<file path="src/rtl/core/clr_pkg.sv">
// Shared types and constants for the clipped line rasterizer.
// No dependencies; imported by every module of the block.
package clr_pkg;

    localparam int COORD_BITS_DEFAULT = 16;
    localparam int DIM_BITS           = 16;
    localparam int ADDR_BITS          = 32;
    localparam int COLOR_BITS         = 24;

    localparam logic [DIM_BITS-1:0] IMAGE_WIDTH_RESET  = DIM_BITS'(600);
    localparam logic [DIM_BITS-1:0] IMAGE_HEIGHT_RESET = DIM_BITS'(600);

    // op codes carried in tuser
    localparam logic OP_LOAD = 1'b0;
    localparam logic OP_STEP = 1'b1;

    // configuration register indexes
    localparam logic REG_IMAGE_WIDTH  = 1'b0;
    localparam logic REG_IMAGE_HEIGHT = 1'b1;

    // control bits of the pixel stage handed to the address stage
    typedef struct packed {
        logic valid;
        logic in_frame;
        logic last;
    } pix_ctl_t;

endpackage

</file>
<file path="src/rtl/core/clr_walker.sv">
// Bresenham walker: line setup on load, one step per emitted pixel, clip test.
// Depends on clr_pkg.
module clr_walker
    import clr_pkg::*;
#(
    parameter int COORD_BITS = COORD_BITS_DEFAULT
) (
    input  logic                         aclk,
    input  logic                         aresetn,
    input  logic                         load,
    input  logic                         step,
    input  logic                         advance,
    input  logic signed [COORD_BITS-1:0] start_x,
    input  logic signed [COORD_BITS-1:0] start_y,
    input  logic signed [COORD_BITS-1:0] end_x,
    input  logic signed [COORD_BITS-1:0] end_y,
    input  logic [COLOR_BITS-1:0]        line_color,
    input  logic [DIM_BITS-1:0]          image_width,
    input  logic [DIM_BITS-1:0]          image_height,
    output logic signed [COORD_BITS-1:0] pix_x,
    output logic signed [COORD_BITS-1:0] pix_y,
    output logic [COLOR_BITS-1:0]        pix_color,
    output pix_ctl_t                     pix_ctl
);

    localparam int D = COORD_BITS + 1;   // delta width
    localparam int E = COORD_BITS + 3;   // error term width
    localparam int W = ((COORD_BITS > DIM_BITS) ? COORD_BITS : DIM_BITS) + 1;

    logic signed [COORD_BITS-1:0] cur_x_reg, cur_x_next;
    logic signed [COORD_BITS-1:0] cur_y_reg, cur_y_next;
    logic signed [COORD_BITS-1:0] goal_x_reg, goal_x_next;
    logic signed [COORD_BITS-1:0] goal_y_reg, goal_y_next;
    logic signed [D-1:0]          delta_x_reg, delta_x_next;
    logic signed [D-1:0]          neg_delta_y_reg, neg_delta_y_next;
    logic                         step_x_neg_reg, step_x_neg_next;
    logic                         step_y_neg_reg, step_y_neg_next;
    logic signed [E-1:0]          error_reg, error_next;
    logic [COLOR_BITS-1:0]        color_reg, color_next;
    logic                         active_reg, active_next;

    logic signed [COORD_BITS-1:0] pix_x_reg, pix_y_reg;
    logic [COLOR_BITS-1:0]        pix_color_reg;
    pix_ctl_t                     pix_ctl_reg, pix_ctl_next;

    logic signed [D-1:0] diff_x, diff_y, abs_x, abs_y;
    logic signed [E:0]   e2;
    logic signed [E:0]   ndy_e2, dx_e2;
    logic                move_x, move_y, at_end, emit;
    logic [W-1:0]        xw, yw, ww, hw;
    logic                in_frame;

    // setup
    always_comb begin
        diff_x = D'(end_x) - D'(start_x);
        diff_y = D'(end_y) - D'(start_y);
        abs_x  = diff_x[D-1] ? -diff_x : diff_x;
        abs_y  = diff_y[D-1] ? -diff_y : diff_y;
    end

    // one Bresenham step
    always_comb begin
        e2     = {error_reg, 1'b0};
        ndy_e2 = (E+1)'(neg_delta_y_reg);
        dx_e2  = (E+1)'(delta_x_reg);
        move_x = (e2 >= ndy_e2);
        move_y = (e2 <= dx_e2);
        at_end = (cur_x_reg == goal_x_reg) && (cur_y_reg == goal_y_reg);
        emit   = step && active_reg;
    end

    // clip test against the frame
    always_comb begin
        xw       = {{(W-COORD_BITS){cur_x_reg[COORD_BITS-1]}}, cur_x_reg};
        yw       = {{(W-COORD_BITS){cur_y_reg[COORD_BITS-1]}}, cur_y_reg};
        ww       = {{(W-DIM_BITS){1'b0}}, image_width};
        hw       = {{(W-DIM_BITS){1'b0}}, image_height};
        in_frame = !xw[W-1] && !yw[W-1] && (xw < ww) && (yw < hw);
    end

    always_comb begin
        cur_x_next       = cur_x_reg;
        cur_y_next       = cur_y_reg;
        goal_x_next      = goal_x_reg;
        goal_y_next      = goal_y_reg;
        delta_x_next     = delta_x_reg;
        neg_delta_y_next = neg_delta_y_reg;
        step_x_neg_next  = step_x_neg_reg;
        step_y_neg_next  = step_y_neg_reg;
        error_next       = error_reg;
        color_next       = color_reg;
        active_next      = active_reg;
        if (load) begin
            cur_x_next       = start_x;
            cur_y_next       = start_y;
            goal_x_next      = end_x;
            goal_y_next      = end_y;
            delta_x_next     = abs_x;
            neg_delta_y_next = -abs_y;
            step_x_neg_next  = !(start_x < end_x);
            step_y_neg_next  = !(start_y < end_y);
            error_next       = E'(abs_x) - E'(abs_y);
            color_next       = line_color;
            active_next      = 1'b1;
        end else if (emit) begin
            if (at_end) begin
                active_next = 1'b0;
            end else begin
                error_next = error_reg
                           + (move_x ? E'(neg_delta_y_reg) : E'(0))
                           + (move_y ? E'(delta_x_reg) : E'(0));
                if (move_x) begin
                    cur_x_next = step_x_neg_reg ? cur_x_reg - COORD_BITS'(1)
                                                : cur_x_reg + COORD_BITS'(1);
                end
                if (move_y) begin
                    cur_y_next = step_y_neg_reg ? cur_y_reg - COORD_BITS'(1)
                                                : cur_y_reg + COORD_BITS'(1);
                end
            end
        end
    end

    always_comb begin
        pix_ctl_next = pix_ctl_reg;
        if (emit) begin
            pix_ctl_next.valid    = 1'b1;
            pix_ctl_next.in_frame = in_frame;
            pix_ctl_next.last     = at_end;
        end else if (advance) begin
            pix_ctl_next.valid = 1'b0;
        end
    end

    always_ff @(posedge aclk) begin
        if (!aresetn) begin
            cur_x_reg       <= '0;
            cur_y_reg       <= '0;
            goal_x_reg      <= '0;
            goal_y_reg      <= '0;
            delta_x_reg     <= '0;
            neg_delta_y_reg <= '0;
            step_x_neg_reg  <= 1'b0;
            step_y_neg_reg  <= 1'b0;
            error_reg       <= '0;
            color_reg       <= '0;
            active_reg      <= 1'b0;
            pix_ctl_reg     <= '0;
        end else begin
            cur_x_reg       <= cur_x_next;
            cur_y_reg       <= cur_y_next;
            goal_x_reg      <= goal_x_next;
            goal_y_reg      <= goal_y_next;
            delta_x_reg     <= delta_x_next;
            neg_delta_y_reg <= neg_delta_y_next;
            step_x_neg_reg  <= step_x_neg_next;
            step_y_neg_reg  <= step_y_neg_next;
            error_reg       <= error_next;
            color_reg       <= color_next;
            active_reg      <= active_next;
            pix_ctl_reg     <= pix_ctl_next;
        end
    end

    // pixel payload, no reset needed
    always_ff @(posedge aclk) begin
        if (emit) begin
            pix_x_reg     <= cur_x_reg;
            pix_y_reg     <= cur_y_reg;
            pix_color_reg <= color_reg;
        end
    end

    assign pix_x     = pix_x_reg;
    assign pix_y     = pix_y_reg;
    assign pix_color = pix_color_reg;
    assign pix_ctl   = pix_ctl_reg;

endmodule

</file>
<file path="src/rtl/core/clr_addr.sv">
// Address stage: row-major address width*y+x and the output register.
// Depends on clr_pkg.
module clr_addr
    import clr_pkg::*;
#(
    parameter int COORD_BITS = COORD_BITS_DEFAULT
) (
    input  logic                         aclk,
    input  logic                         aresetn,
    input  logic                         advance,
    input  logic signed [COORD_BITS-1:0] pix_x,
    input  logic signed [COORD_BITS-1:0] pix_y,
    input  logic [COLOR_BITS-1:0]        pix_color,
    input  pix_ctl_t                     pix_ctl,
    input  logic [DIM_BITS-1:0]          image_width,
    output logic                         out_valid,
    output logic signed [COORD_BITS-1:0] out_x,
    output logic signed [COORD_BITS-1:0] out_y,
    output logic [ADDR_BITS-1:0]         out_address,
    output logic [COLOR_BITS-1:0]        out_color,
    output logic                         out_write_enable,
    output logic                         out_last
);

    localparam int W = ((COORD_BITS > DIM_BITS) ? COORD_BITS : DIM_BITS) + 1;

    logic                         valid_reg, valid_next;
    logic signed [COORD_BITS-1:0] x_reg, y_reg;
    logic [ADDR_BITS-1:0]         address_reg, address_next;
    logic [COLOR_BITS-1:0]        color_reg;
    logic                         we_reg, last_reg;

    logic [W-1:0]         xw, yw;
    logic [ADDR_BITS-1:0] product;

    // an inside pixel has 0 <= x,y < 2^16, so the low 16 bits carry it whole
    always_comb begin
        xw      = {{(W-COORD_BITS){pix_x[COORD_BITS-1]}}, pix_x};
        yw      = {{(W-COORD_BITS){pix_y[COORD_BITS-1]}}, pix_y};
        product = ADDR_BITS'(image_width) * ADDR_BITS'(yw[DIM_BITS-1:0]);
        address_next = pix_ctl.in_frame ? product + ADDR_BITS'(xw[DIM_BITS-1:0])
                                        : '0;
        valid_next   = advance ? pix_ctl.valid : valid_reg;
    end

    always_ff @(posedge aclk) begin
        if (!aresetn) begin
            valid_reg <= 1'b0;
        end else begin
            valid_reg <= valid_next;
        end
    end

    always_ff @(posedge aclk) begin
        if (advance && pix_ctl.valid) begin
            x_reg       <= pix_x;
            y_reg       <= pix_y;
            address_reg <= address_next;
            color_reg   <= pix_color;
            we_reg      <= pix_ctl.in_frame;
            last_reg    <= pix_ctl.last;
        end
    end

    assign out_valid        = valid_reg;
    assign out_x            = x_reg;
    assign out_y            = y_reg;
    assign out_address      = address_reg;
    assign out_color        = color_reg;
    assign out_write_enable = we_reg;
    assign out_last         = last_reg;

endmodule

</file>
<file path="src/rtl/core/clipped_line_rasterizer.sv">
// Top level of the clipped line rasterizer: stream ports, frame size registers.
// Depends on clr_pkg, clr_walker and clr_addr.
//
// All-octant Bresenham line walker with clipping to a width x height frame.
// A load word (tuser = 0) latches both endpoints and the color and emits
// nothing; each step word (tuser = 1) emits the current pixel and moves one
// step toward the end point. Pixels outside the frame still come out, with
// write enable low and address zero; tlast marks the end point, after which
// step words are dropped until the next load. A load replaces a line in
// progress. Throughput is one word per clock while s_tready is high: the
// walker state advances in the cycle a word is taken, and a pixel passes
// through the walker's pixel register, then the 16x16 address multiplier
// into the output register that drives m_tdata. s_tready drops only while
// both stages hold a pixel the sink has not taken. Frame size registers must
// be written while no line is in flight; writes to other indexes are ignored.
module clipped_line_rasterizer
    import clr_pkg::*;
#(
    parameter int  COORD_BITS  = COORD_BITS_DEFAULT,
    localparam int S_RAW_BITS  = 4 * COORD_BITS + COLOR_BITS,
    localparam int S_DATA_BITS = ((S_RAW_BITS + 7) / 8) * 8,
    localparam int M_RAW_BITS  = 2 * COORD_BITS + ADDR_BITS + COLOR_BITS + 1,
    localparam int M_DATA_BITS = ((M_RAW_BITS + 7) / 8) * 8
) (
    input  logic                   aclk,
    input  logic                   aresetn,
    // configuration write port
    input  logic                   cfg_we,
    input  logic                   cfg_addr,
    input  logic [DIM_BITS-1:0]    cfg_wdata,
    // input stream
    input  logic                   s_tvalid,
    output logic                   s_tready,
    // start_x, start_y, end_x, end_y, line_color, zero fill
    input  logic [S_DATA_BITS-1:0] s_tdata,
    // op
    input  logic                   s_tuser,
    // pixel stream
    output logic                   m_tvalid,
    input  logic                   m_tready,
    // pixel_x, pixel_y, pixel_address, pixel_color, write_enable, zero fill
    output logic [M_DATA_BITS-1:0] m_tdata,
    output logic                   m_tlast
);

    logic [DIM_BITS-1:0] width_reg, width_next;
    logic [DIM_BITS-1:0] height_reg, height_next;

    logic s_accept, load, step, advance;

    logic signed [COORD_BITS-1:0] in_start_x, in_start_y, in_end_x, in_end_y;
    logic [COLOR_BITS-1:0]        in_color;

    logic signed [COORD_BITS-1:0] pix_x, pix_y;
    logic [COLOR_BITS-1:0]        pix_color;
    pix_ctl_t                     pix_ctl;

    logic signed [COORD_BITS-1:0] out_x, out_y;
    logic [ADDR_BITS-1:0]         out_address;
    logic [COLOR_BITS-1:0]        out_color;
    logic                         out_write_enable;

    // frame size registers
    always_comb begin
        width_next  = width_reg;
        height_next = height_reg;
        if (cfg_we) begin
            case (cfg_addr)
                REG_IMAGE_WIDTH:  width_next  = cfg_wdata;
                REG_IMAGE_HEIGHT: height_next = cfg_wdata;
                default:          ;
            endcase
        end
    end

    always_ff @(posedge aclk) begin
        if (!aresetn) begin
            width_reg  <= IMAGE_WIDTH_RESET;
            height_reg <= IMAGE_HEIGHT_RESET;
        end else begin
            width_reg  <= width_next;
            height_reg <= height_next;
        end
    end

    // input word unpacking
    assign in_start_x = s_tdata[0*COORD_BITS +: COORD_BITS];
    assign in_start_y = s_tdata[1*COORD_BITS +: COORD_BITS];
    assign in_end_x   = s_tdata[2*COORD_BITS +: COORD_BITS];
    assign in_end_y   = s_tdata[3*COORD_BITS +: COORD_BITS];
    assign in_color   = s_tdata[4*COORD_BITS +: COLOR_BITS];

    // output register frees up when empty or being taken; the pixel stage
    // can then always move forward, so the input side only waits on it
    assign advance  = !m_tvalid || m_tready;
    assign s_tready = !pix_ctl.valid || advance;
    assign s_accept = s_tvalid && s_tready;
    assign load     = s_accept && (s_tuser == OP_LOAD);
    assign step     = s_accept && (s_tuser == OP_STEP);

    clr_walker #(
        .COORD_BITS(COORD_BITS)
    ) u_walker (
        .aclk        (aclk),
        .aresetn     (aresetn),
        .load        (load),
        .step        (step),
        .advance     (advance),
        .start_x     (in_start_x),
        .start_y     (in_start_y),
        .end_x       (in_end_x),
        .end_y       (in_end_y),
        .line_color  (in_color),
        .image_width (width_reg),
        .image_height(height_reg),
        .pix_x       (pix_x),
        .pix_y       (pix_y),
        .pix_color   (pix_color),
        .pix_ctl     (pix_ctl)
    );

    clr_addr #(
        .COORD_BITS(COORD_BITS)
    ) u_addr (
        .aclk            (aclk),
        .aresetn         (aresetn),
        .advance         (advance),
        .pix_x           (pix_x),
        .pix_y           (pix_y),
        .pix_color       (pix_color),
        .pix_ctl         (pix_ctl),
        .image_width     (width_reg),
        .out_valid       (m_tvalid),
        .out_x           (out_x),
        .out_y           (out_y),
        .out_address     (out_address),
        .out_color       (out_color),
        .out_write_enable(out_write_enable),
        .out_last        (m_tlast)
    );

    assign m_tdata = M_DATA_BITS'({out_write_enable, out_color, out_address, out_y, out_x});

    // a clipped pixel never carries an address
    a_clip_addr_zero: assert property (@(posedge aclk) disable iff (!aresetn)
        m_tvalid && !out_write_enable |-> out_address == '0)
        else $error("clipped pixel with nonzero address");

    // input only stalls when both pixel stages are full and the sink waits
    a_stall_cause: assert property (@(posedge aclk) disable iff (!aresetn)
        !s_tready |-> pix_ctl.valid && m_tvalid && !m_tready)
        else $error("input stalled without a full pipeline");

    // a written pixel has nonnegative x and y
    a_we_in_frame: assert property (@(posedge aclk) disable iff (!aresetn)
        m_tvalid && out_write_enable |->
            !out_x[COORD_BITS-1] && !out_y[COORD_BITS-1])
        else $error("write enable on negative coordinate");

    // a pixel waiting in the pixel stage moves to the output when it frees up
    a_pixel_moves: assert property (@(posedge aclk) disable iff (!aresetn)
        pix_ctl.valid && advance |=> m_tvalid)
        else $error("pixel dropped between stages");

endmodule
</file>
<file path="config.mk">
export PLATFORM = sky130hd
export DESIGN_NAME = clipped_line_rasterizer
export DESIGN_NICKNAME = d
export VERILOG_FILES = /design/src/rtl/core/clr_pkg.sv /design/src/rtl/core/clr_walker.sv /design/src/rtl/core/clr_addr.sv /design/src/rtl/core/clipped_line_rasterizer.sv
export SDC_FILE = /design/constraint.sdc
export NUM_CORES = 2
export LEC_CHECK = 0
export ABC_AREA = 1
export BUFFER_PORTS_ARGS = -buffer_cell sky130_fd_sc_hd__buf_2
export CORE_ASPECT_RATIO = 1.4
export CORE_MARGIN = 4
export CORE_UTILIZATION = 50
export CTS_CLUSTER_DIAMETER = 80
export DETAILED_ROUTE_END_ITERATION = 16
export GPL_TIMING_DRIVEN = 0
export PLACE_DENSITY = 0.8
export SETUP_SLACK_MARGIN = 0.1
export SLEW_MARGIN = 20
export SYNTH_ARGS = -nofsm -noshare
export SYNTH_HDL_FRONTEND = slang
export SYNTH_SLANG_ARGS = --single-unit
</file>
<file path="constraint.sdc">
create_clock -name aclk -period 5.5 [get_ports aclk]
set_clock_uncertainty 0.15 [all_clocks]
set_input_delay 0.55 -clock aclk [delete_from_list [all_inputs] [get_ports aclk]]
set_output_delay 0.55 -clock aclk [all_outputs]
set_load 0.005 [all_outputs]
</file>
==> qor.csv <==
metric;value;unit
Unique masters post-synth;55;
clock share of power;16.5;%
Compound-Gate Fraction of Synth Area;11.65;%
Worst Path Arrival;6.02;ns
number of cell rows;104;
Yosys Warn Count;0;
placer congestion estimate;1.024;
CTS sink cnt;326;
GR Util met3;4.046;%
placed inst area;31860;um2
CP Max Fanout;10;
Area contributors post-synth;fa_1, edfxtp_1, dfxtp_1;
IO buf count;201;
Worst setup SP type;flip-flop;
failing checks;setup timing;
Comb pwr share;65.3;%
fmax;169.7;MHz
Hold Crit Class;in -> reg;
Setup TNS;-4.544;ns
average wire per standard cell;19.13;um
Critical Path RT;5.63;ns
vias in the first global route;26820;
Final Cell Area;34500;um2
largest family of logic cells by synthesized area;adder cells;
CTS tree;yes;
asr flop ratio synth;0;%
Tot GR Track Use;28.65;%
root buf cell;clkbuf_16;
number of vias per cell;5.477;
Setup CP Type;reg -> reg;
Synth Flop Type;dfxtp_1;
number of flops mapped to enable cells by yosys;146;
peak supply drop;546.8;uV
XOR/XNOR Fraction of Synth Area;2.906;%
Post-Syn Instances;3747;
largest net degree at the start of global routing;26;
Relative slew margins;41.56;%
sequential area share after synthesis;27.24;%
Initial Utilization;50.76;%
max reg flops;32;
max-cap violations;0;
half-perimeter wire length after placement;74.08;mm
core area;57780;um2
cts bufs inserted;34;
Vias;26430;
final worst-path cycle share;107.2;%
Power Internal;8208;uW
H-tree depth;2;
initial antenna violation count;1;
Die W;212.7;um
Static Leak;0.01762;uW
Die Y;294.5;um
unrepaired setup endpoints after global routing;yes;
met2 usage;51.70;%
initial DRC count;1929;
most frequent cell after synthesis;inv_1;
clk_lat worst skew;0.54;ns
DRC;0;
Worst-Margin Slew;0.8767;ns
Die ar.;62640;um2
Yosys top cell by area;fa_1;
post-synthesis adder-cell area fraction;27.58;%
Setup crit end kind;flip-flop;
share of layout cells above drive strength 1;15.99;%
Mean Syn Cell Area;7.826;um2
#FFs+latches synth;326;
Place WS;-0.9732;ns
Routed WL;92.34;mm
Crit-path slowest cell;fa_1;
clock tree buffer depth;3;
slowest stage delay, CP;0.53;ns
setup violators final;17;
io pins;210;
grt peak-use layer;met2;
Pre-antenna DRT Iters;8;
Hold Fails Final Rpt;0;
fin worst setup slack;-0.3941;ns
max-slew violation count;0;
ANT nets after route;0;
met1 GRT Util;29.38;%
area share of the leading cell type in the synthesized netlist;15.97;%
grt ovf;0;
Layout area overhead;17.66;%
synthesized-area fraction occupied by and/or/nand/nor cells;18.50;%
Post-Synthesis Cell Area;29320;um2
first-pass GRT wire length;140.3;mm
CP most frequent cell;fa_1;
outcome;complete, but fails checks;
antenna cell count;0;
Clock Pin Slew Worst Setup and Hold Paths;0.06;ns
Pwr Density;439.8;nW/um2
nets;4677;
Post-synth top cells;inv_1, nand2_1, ha_1, a21oi_1, fa_1;
Final Critical Period;5.894;ns
multiplexer share of the synthesized area;0;%
NetSw;6966;uW
Seq pwr share;18.2;%
Sw Share;45.91;%
[cell families after synthesis]
family                   Yosys count
adder cells (fa/ha/maj)          506
XOR/XNOR                          93
AO/OA/AOI/OAI                    621
flip-flops                       326
buffers and inverters            930
other                              1
AND/OR/NAND/NOR                 1270
[cell usage in the layout (no fill, tap or decap), types with 52 or more instances in the layout]
| cell | synthesis | layout |
|---|---|---|
| inv_1 | 773 | 737 |
| nand2_1 | 752 | 726 |
| ha_1 | 272 | 253 |
| a21oi_1 | 267 | 243 |
| nor2_1 | 232 | 229 |
| fa_1 | 234 | 225 |
| o21ai_0 | 230 | 207 |
| buf_2 | 1 | 202 |
| dfxtp_1 | 180 | 177 |
| edfxtp_1 | 146 | 146 |
| nand3_1 | 134 | 133 |
| buf_4 | 9 | 68 |
| clkbuf_1 | 125 | 64 |
| xor2_1 | 52 | 52 |
[through the flow]
step                hold WS, ns  utilization [%]  cells  power [uW]
detailed placement       0.2545            55.14   4704        9906
global placement         0.2510            54.84   4696        9675
finish                  0.09982            59.72   4826       15170
CTS                     0.08138            58.42   4789       13340
floorplan                0.2503                -   3753        8124
global route             0.1040            59.72   4826       16110
[path summary, 6_finish.rpt]
kind	startpoint	to	cells after the start	slack, ns
setup / recovery	u_walker.pix_y[5]	u_addr.out_address[26]	25	-0.39
hold reg to reg	u_walker.pix_color[5]	u_addr.out_color[5]	0	0.27
hold / removal	s_tdata[86]	u_walker.color_reg[22]	3	0.1
setup reg to reg	u_walker.pix_y[5]	u_addr.out_address[26]	25	-0.39
[per-layer routing]
layer  vias to the layer above  wire length [um]
met5                         -                 0
met3                       448              5666
met1                     12370             31380
met4                         0              9294
met2                      1146             46000
li1                      12460                 -
[power groups by stage]
stage / sequential, uW / clock, uW / combinational [uW]
after floorplan: 2760 / 0 / 5360
after global placement: 2800 / 0 / 6880
after detailed placement: 2800 / 0 / 7110
after CTS: 2750 / 2520 / 8070
after global routing: 2770 / 2600 / 10700
final: 2760 / 2510 / 9910
[layout make-up]
| type | instances | area [um2] |
|---|---|---|
| clock buffer | 45 | 996.0 |
| timing repair buffer | 274 | 1723 |
| inverter | 787 | 2958 |
| sequential | 326 | 7994 |
| tap | 742 | 928.4 |
| buffer | 140 | 1145 |
| clock inverter | 15 | 200.2 |
| fill | 5015 | 23270 |
| multi-input combinational | 2497 | 18560 |
[worst max-delay path: cells and delay by family (launching register included)]
| family | cells | cell delay (ns) |
|---|---|---|
| simple gates | 3 | 0.27 |
| flops | 1 | 0.43 |
| fa+ha+maj | 7 | 3.27 |
| buf+inv | 10 | 0.89 |
| compound gates | 5 | 0.62 |
[timing repair]
| action | 4_1_cts | 5_1_grt |
|---|---|---|
| pin swaps | 35 | 66 |
| setup endpoints to repair | 33 | 30 |
| gates resized for setup | 110 | 176 |
| setup buffers | 28 | 36 |
| cloned | 0 | 1 |
| hold buffers | 0 | 0 |
No activity file was read; power rests on OpenSTA's default activity.
